==> src/sv/pss_pkg.sv <==
package pss_pkg;

  localparam int MAX_PERIOD   = 4096;
  localparam int PTR_W        = $clog2(MAX_PERIOD);
  localparam int PERIOD_W     = $clog2(MAX_PERIOD + 1);
  localparam int IN_PERIOD_W  = 13;
  localparam int SAMPLE_W     = 16;
  localparam int SUM_W        = SAMPLE_W + 1;
  localparam int PROD_W       = SAMPLE_W + SUM_W;
  localparam int CFG_IDX_W    = 2;
  localparam int CFG_DATA_W   = 16;

  localparam logic [SAMPLE_W-1:0] LFSR_TAPS     = 16'hB400;
  localparam logic [SAMPLE_W-1:0] DAMP_RESET    = 16'd32768;
  localparam logic [SAMPLE_W-1:0] SEED_RESET    = 16'd44257;

  localparam logic [CFG_IDX_W-1:0] REG_DAMP_GAIN  = 2'd0;
  localparam logic [CFG_IDX_W-1:0] REG_NOISE_SEED = 2'd1;

  typedef enum logic [2:0] {
    S_IDLE,
    S_FILL,
    S_RD,
    S_MUL,
    S_WR,
    S_HOLD
  } pss_state_t;

  typedef struct packed {
    logic accept;
    logic fill;
    logic rd_cur;
    logic mul;
    logic wr;
    logic ld_out;
  } pss_cmd_t;

  typedef struct packed {
    logic pluck;
    logic fill_last;
    logic out_free;
  } pss_status_t;

endpackage

==> src/sv/pss_ctrl.sv <==
module pss_ctrl (
  input  logic                 clk,
  input  logic                 rst_n,
  input  logic                 in_valid,
  output logic                 in_ready,
  input  pss_pkg::pss_status_t status,
  output pss_pkg::pss_cmd_t    cmd
);
  import pss_pkg::*;

  pss_state_t state_r;
  pss_state_t state_nxt;

  always_ff @(posedge clk) begin
    if (!rst_n) begin
      state_r <= S_IDLE;
    end else begin
      state_r <= state_nxt;
    end
  end

  always_comb begin
    state_nxt = state_r;
    case (state_r)
      S_IDLE: begin
        if (in_valid) begin
          state_nxt = status.pluck ? S_FILL : S_RD;
        end
      end
      S_FILL: begin
        if (status.fill_last) begin
          state_nxt = S_RD;
        end
      end
      S_RD:  state_nxt = S_MUL;
      S_MUL: state_nxt = S_WR;
      S_WR: begin
        state_nxt = status.out_free ? S_IDLE : S_HOLD;
      end
      S_HOLD: begin
        if (status.out_free) begin
          state_nxt = S_IDLE;
        end
      end
      default: state_nxt = S_IDLE;
    endcase
  end

  always_comb begin
    in_ready   = (state_r == S_IDLE);
    cmd.accept = (state_r == S_IDLE) && in_valid;
    cmd.fill   = (state_r == S_FILL);
    cmd.rd_cur = (state_r == S_RD);
    cmd.mul    = (state_r == S_MUL);
    cmd.wr     = (state_r == S_WR);
    cmd.ld_out = ((state_r == S_WR) || (state_r == S_HOLD)) && status.out_free;
  end

  a_pluck_fills: assert property (@(posedge clk) disable iff (!rst_n)
    (cmd.accept && status.pluck) |=> (state_r == S_FILL))
    else $error("pluck did not start the refill");

  a_tick_reads: assert property (@(posedge clk) disable iff (!rst_n)
    (cmd.accept && !status.pluck) |=> (state_r == S_RD))
    else $error("tick did not go to the read step");

  a_wr_follows_mul: assert property (@(posedge clk) disable iff (!rst_n)
    (state_r == S_MUL) |=> (state_r == S_WR))
    else $error("write step did not follow the multiply");

endmodule

==> config.mk <==
export PLATFORM = sky130hd
export DESIGN_NAME = pss_ctrl
export DESIGN_NICKNAME = d
export VERILOG_FILES = /design/src/sv/pss_pkg.sv /design/src/sv/pss_ctrl.sv
export SDC_FILE = /design/constraint.sdc
export NUM_CORES = 1
export LEC_CHECK = 0
export BUFFER_PORTS_ARGS = -buffer_cell sky130_fd_sc_hd__buf_2
export CORE_AREA = 2 2 39 41
export CTS_CLUSTER_DIAMETER = 200
export DETAILED_ROUTE_END_ITERATION = 16
export DIE_AREA = 0 0 41 43
export PLACE_DENSITY_LB_ADDON = 0.2
export SETUP_SLACK_MARGIN = 0.02
export SKIP_LAST_GASP = 1
export SYNTH_ARGS = -nofsm -noshare
export SYNTH_HDL_FRONTEND = slang
export SYNTH_SLANG_ARGS = --single-unit
==> constraint.sdc <==
create_clock -name clk -period 1 [get_ports clk]
set_input_delay 0 -clock clk [delete_from_list [all_inputs] [get_ports clk]]
set_output_delay 0 -clock clk [all_outputs]
set_load 0.01 [all_outputs]
==> summary.md <==
| Metric | Value |
|---|---|
| Hold Vio Cnt, Final | 0 |
| Setup crit end | cmd[5] |
| Top flop regs | state_r: 3 flops |
| Synthesis Warnings | 0 |
| Diode count | 0 |
| Area share of the largest cell type after synthesis | 29.3% |
| Power Total | around 0.6 mW |
| Synthesis-to-finish area growth | 97.6% |
| Yosys top cell by area | dfxtp_1 |
| DP Cell Count | 57 |
| Highest Signal Layer | met4 |
| Die Y | between 40 and 50 µm |
| CTS tree | done |
| Worst Path Required | 1.00 ns |
| RSZ-0062 raised after global routing | true |
| Multi-input gate area | ~150 µm² |
| Crit Path Category | reg2out |
| TritonRoute pass-1 iters | 2 |
| P_sw | 0.186 mW |
| Via Count | 253 |
| Post-placement worst setup slack | -0.0354 ns |
| # rows | 14 |
| Mapped Nets | 32 |
| Max-slew violations | 0 |
| Final instance area | 405 µm² |
| RR Endpoint | state_r[1]$_SDFFE_PN0P_ |
| First-pass GRT wire length | about 930 µm |
| Hold-fix buffers at CTS | 0 |
| Placed inst area | 304 µm² |
| Simple-Gate Fraction of Synth Area | 41.5% |
| Worst EP arrival | 1.11 ns |
| Internal power | 0.412 mW |
| Fmax | 0.903 GHz |
| Non-filler cells, final | 63 |
| Total track usage | under 10% |
| Pleak | about 0.19 nW |
| Post-Synth XOR/XNOR Area | 0% |
| Power Density | 1480 nW/µm² |
| Seq. cell area | 71.3 µm² |
| Reg2reg start | state_r[1]$_SDFFE_PN0P_ |
| Ports | 13 |
| Crit-path max FO | 5 |
| CTS buffer count | 3 |
| ANT nets after route | 0 |
| H-tree Lvls | 1 |
| MaxCap Viol Count | 0 |
| WL met1 | 248 µm |
| Final period utilization | 111% |
| Worst hold path depth | 2 |
| Post-Syn Area | 205 µm² |
| Power share of the clock group | approximately 36% |
| Largest family of logic cells by synthesized area | simple AND/OR/NAND/NOR gates |
| Fillcell total | between 150 and 200 |
| Post-synthesis cell count | 26 |
| Multiplexer area fraction after synthesis | 0% |
| Initial core utilization | around 15% |
| Worst hold margin | 0.0311 ns |
| Port Buffer Count | 12 |
| Clock buffer depth | 2 |
| R2R Setup Slk | -0.02 ns |
| FF+latch count, synth | 3 |
| TNS Setup | -0.386 ns |
| Drt first-iter violations | 4 |
| Layout cell share with drive strength beyond 1 | 70.2% |
| Most common cell after layout, fill and taps aside | buf_2 |
| CP Launch Type | flop |
| DIE AREA | 1760 µm² |
| Switch share | a little under a third |
| Fin crit period | 1.11 ns |
| Failing checks | setup timing |
| CTS Sinks | 3 |
| Clock Skews | about 0.00067 ns |
| Most frequent cells in the layout | 10 x buf_2, 5 x buf_6, 3 x clkbuf_4, 3 x buf_4, 3 x dfxtp_4 |
| Skew-Pair Late Insertion Delay | 0.23 ns |
| Root Buffer | clkbuf_4 |
| Status | complete, but fails checks |
| Met2 wire len | 323 µm |
| Main area contributors after synthesis | dfxtp_1 29%, nor3_1 7.3%, nand2b_4 6.7% |
| Routed WL | 596 µm |
| Initial antenna violation count | 0 |
| Wire per inst | between 9 and 10 µm |
| Biggest register | state_r |
| Core area | between 1000 and 1500 µm² |
| Final setup violation count | 8 |
| Final RePlAce weighted congestion | 0.706 |
| Routed length on met3 | 16 µm |
| Max_slew headroom | 73.9% |
| Worst-margin pin slew | 0.386 ns |
| Utilization after layout | a little under 30% |
| Worst Setup Slack, final | -0.107 ns |
| Clk pin slew, worst setup/hold paths | roughly 0.040 ns |
| Mean area per synthesized cell | 7.89 µm² |
| Critical path origin | state_r[0]$_SDFFE_PN0P_ |
| Synth Area in Adders | 0% |
| Detailed Place HPWL | between 400 and 500 µm |
| R2R cell count | 2 |
| Peak supply drop | just over 0.5 mV |
| Die X | 41 µm |
| Sequential share of the synthesized area | 29.3% |
| Comb pwr share | a little over a third |
| Seq pwr share | 28.5% |
| Layout Nets | 54 |
| Pin count of the biggest net entering global routing | 9 |
| Number of global-route vias before repair | around 240 |
| Synth unique cells | 18 |
| Drt drc | 0 |
| Number of flip-flops under the largest register name | 3 |
| Crit end category | output port |
| Via-to-Cell Ratio | 4.02 |
| Synth Area in Compound Gates | 18.3% |
| Grt total ovfl | 0 |
| Min-Delay Path Class | in2reg |
==> worst max-delay path, stage by stage (launching register included) <==
cell	delay, ns
dfxtp_4	0.36
buf_6	0.12
nor3_4	0.14
and2_1	0.13
buf_2	0.12
==> synthesized netlist by cell type, drive strengths merged <==
library cell  number
dfxtp              3
inv                3
nor2               3
nor3               3
and2               2
nand2b             2
a21boi             1
a31oi              1
a32o               1
and3               1
buf                1
nand3              1
o21ai              1
o41ai              1
or2                1
or3                1
==> power by group through the flow <==
stage	registers (mW)	logic [mW]	clock network [mW]
after global placement	0.163	0.167	0
after CTS	0.164	0.179	0.224
after detailed placement	0.161	0.167	0
final	0.170	0.214	0.214
after global routing	0.173	0.230	0.238
after floorplan	0.156	0.0953	0
==> kinds of logic after synthesis <==
logic type | Yosys count
and+or+nand+nor | 14
buffers and inverters | 4
DFF | 3
AOI/OAI and AO/OA | 5
==> area by class of cell <==
| type | instances | area share, % |
|---|---|---|
| clock buffers | 4 | 6.48 |
| inverters | 3 | 2.78 |
| multi-input cells | 19 | 36.4 |
| flip-flops and latches | 3 | 17.6 |
| well taps | 16 | 4.94 |
| repair buffers | 18 | 31.8 |
==> timing repair <==
| item | 4_1_cts | 5_1_grt |
|---|---|---|
| endpoints found under the hold margin | 0 | 0 |
| setup endpoints to repair | 10 | 9 |
| setup buffers | 1 | 1 |
| gates resized for setup | 10 | 9 |
| pin swaps | 2 | 2 |
==> worst min-delay path by stage <==
stage / from / to / slack [ns]
2_1_floorplan: in_valid / cmd[5] / 0.14
3_3_place_gp: rst_n / state_r[2]$_SDFFE_PN0P_ / 0.28
3_5_place_dp: rst_n / state_r[2]$_SDFFE_PN0P_ / 0.28
4_1_cts: rst_n / state_r[2]$_SDFFE_PN0P_ / 0.02
5_1_grt: rst_n / state_r[2]$_SDFFE_PN0P_ / 0.01
6_report: rst_n / state_r[2]$_SDFFE_PN0P_ / 0.03
==> metal layers <==
layer,track usage (%),vias to the layer above
met5,0,-
met4,12.7,0
met3,4.71,2
met2,11.3,6
met1,7.96,112
li1,-,133
Note: power is estimated with default switching activity, not from simulation.
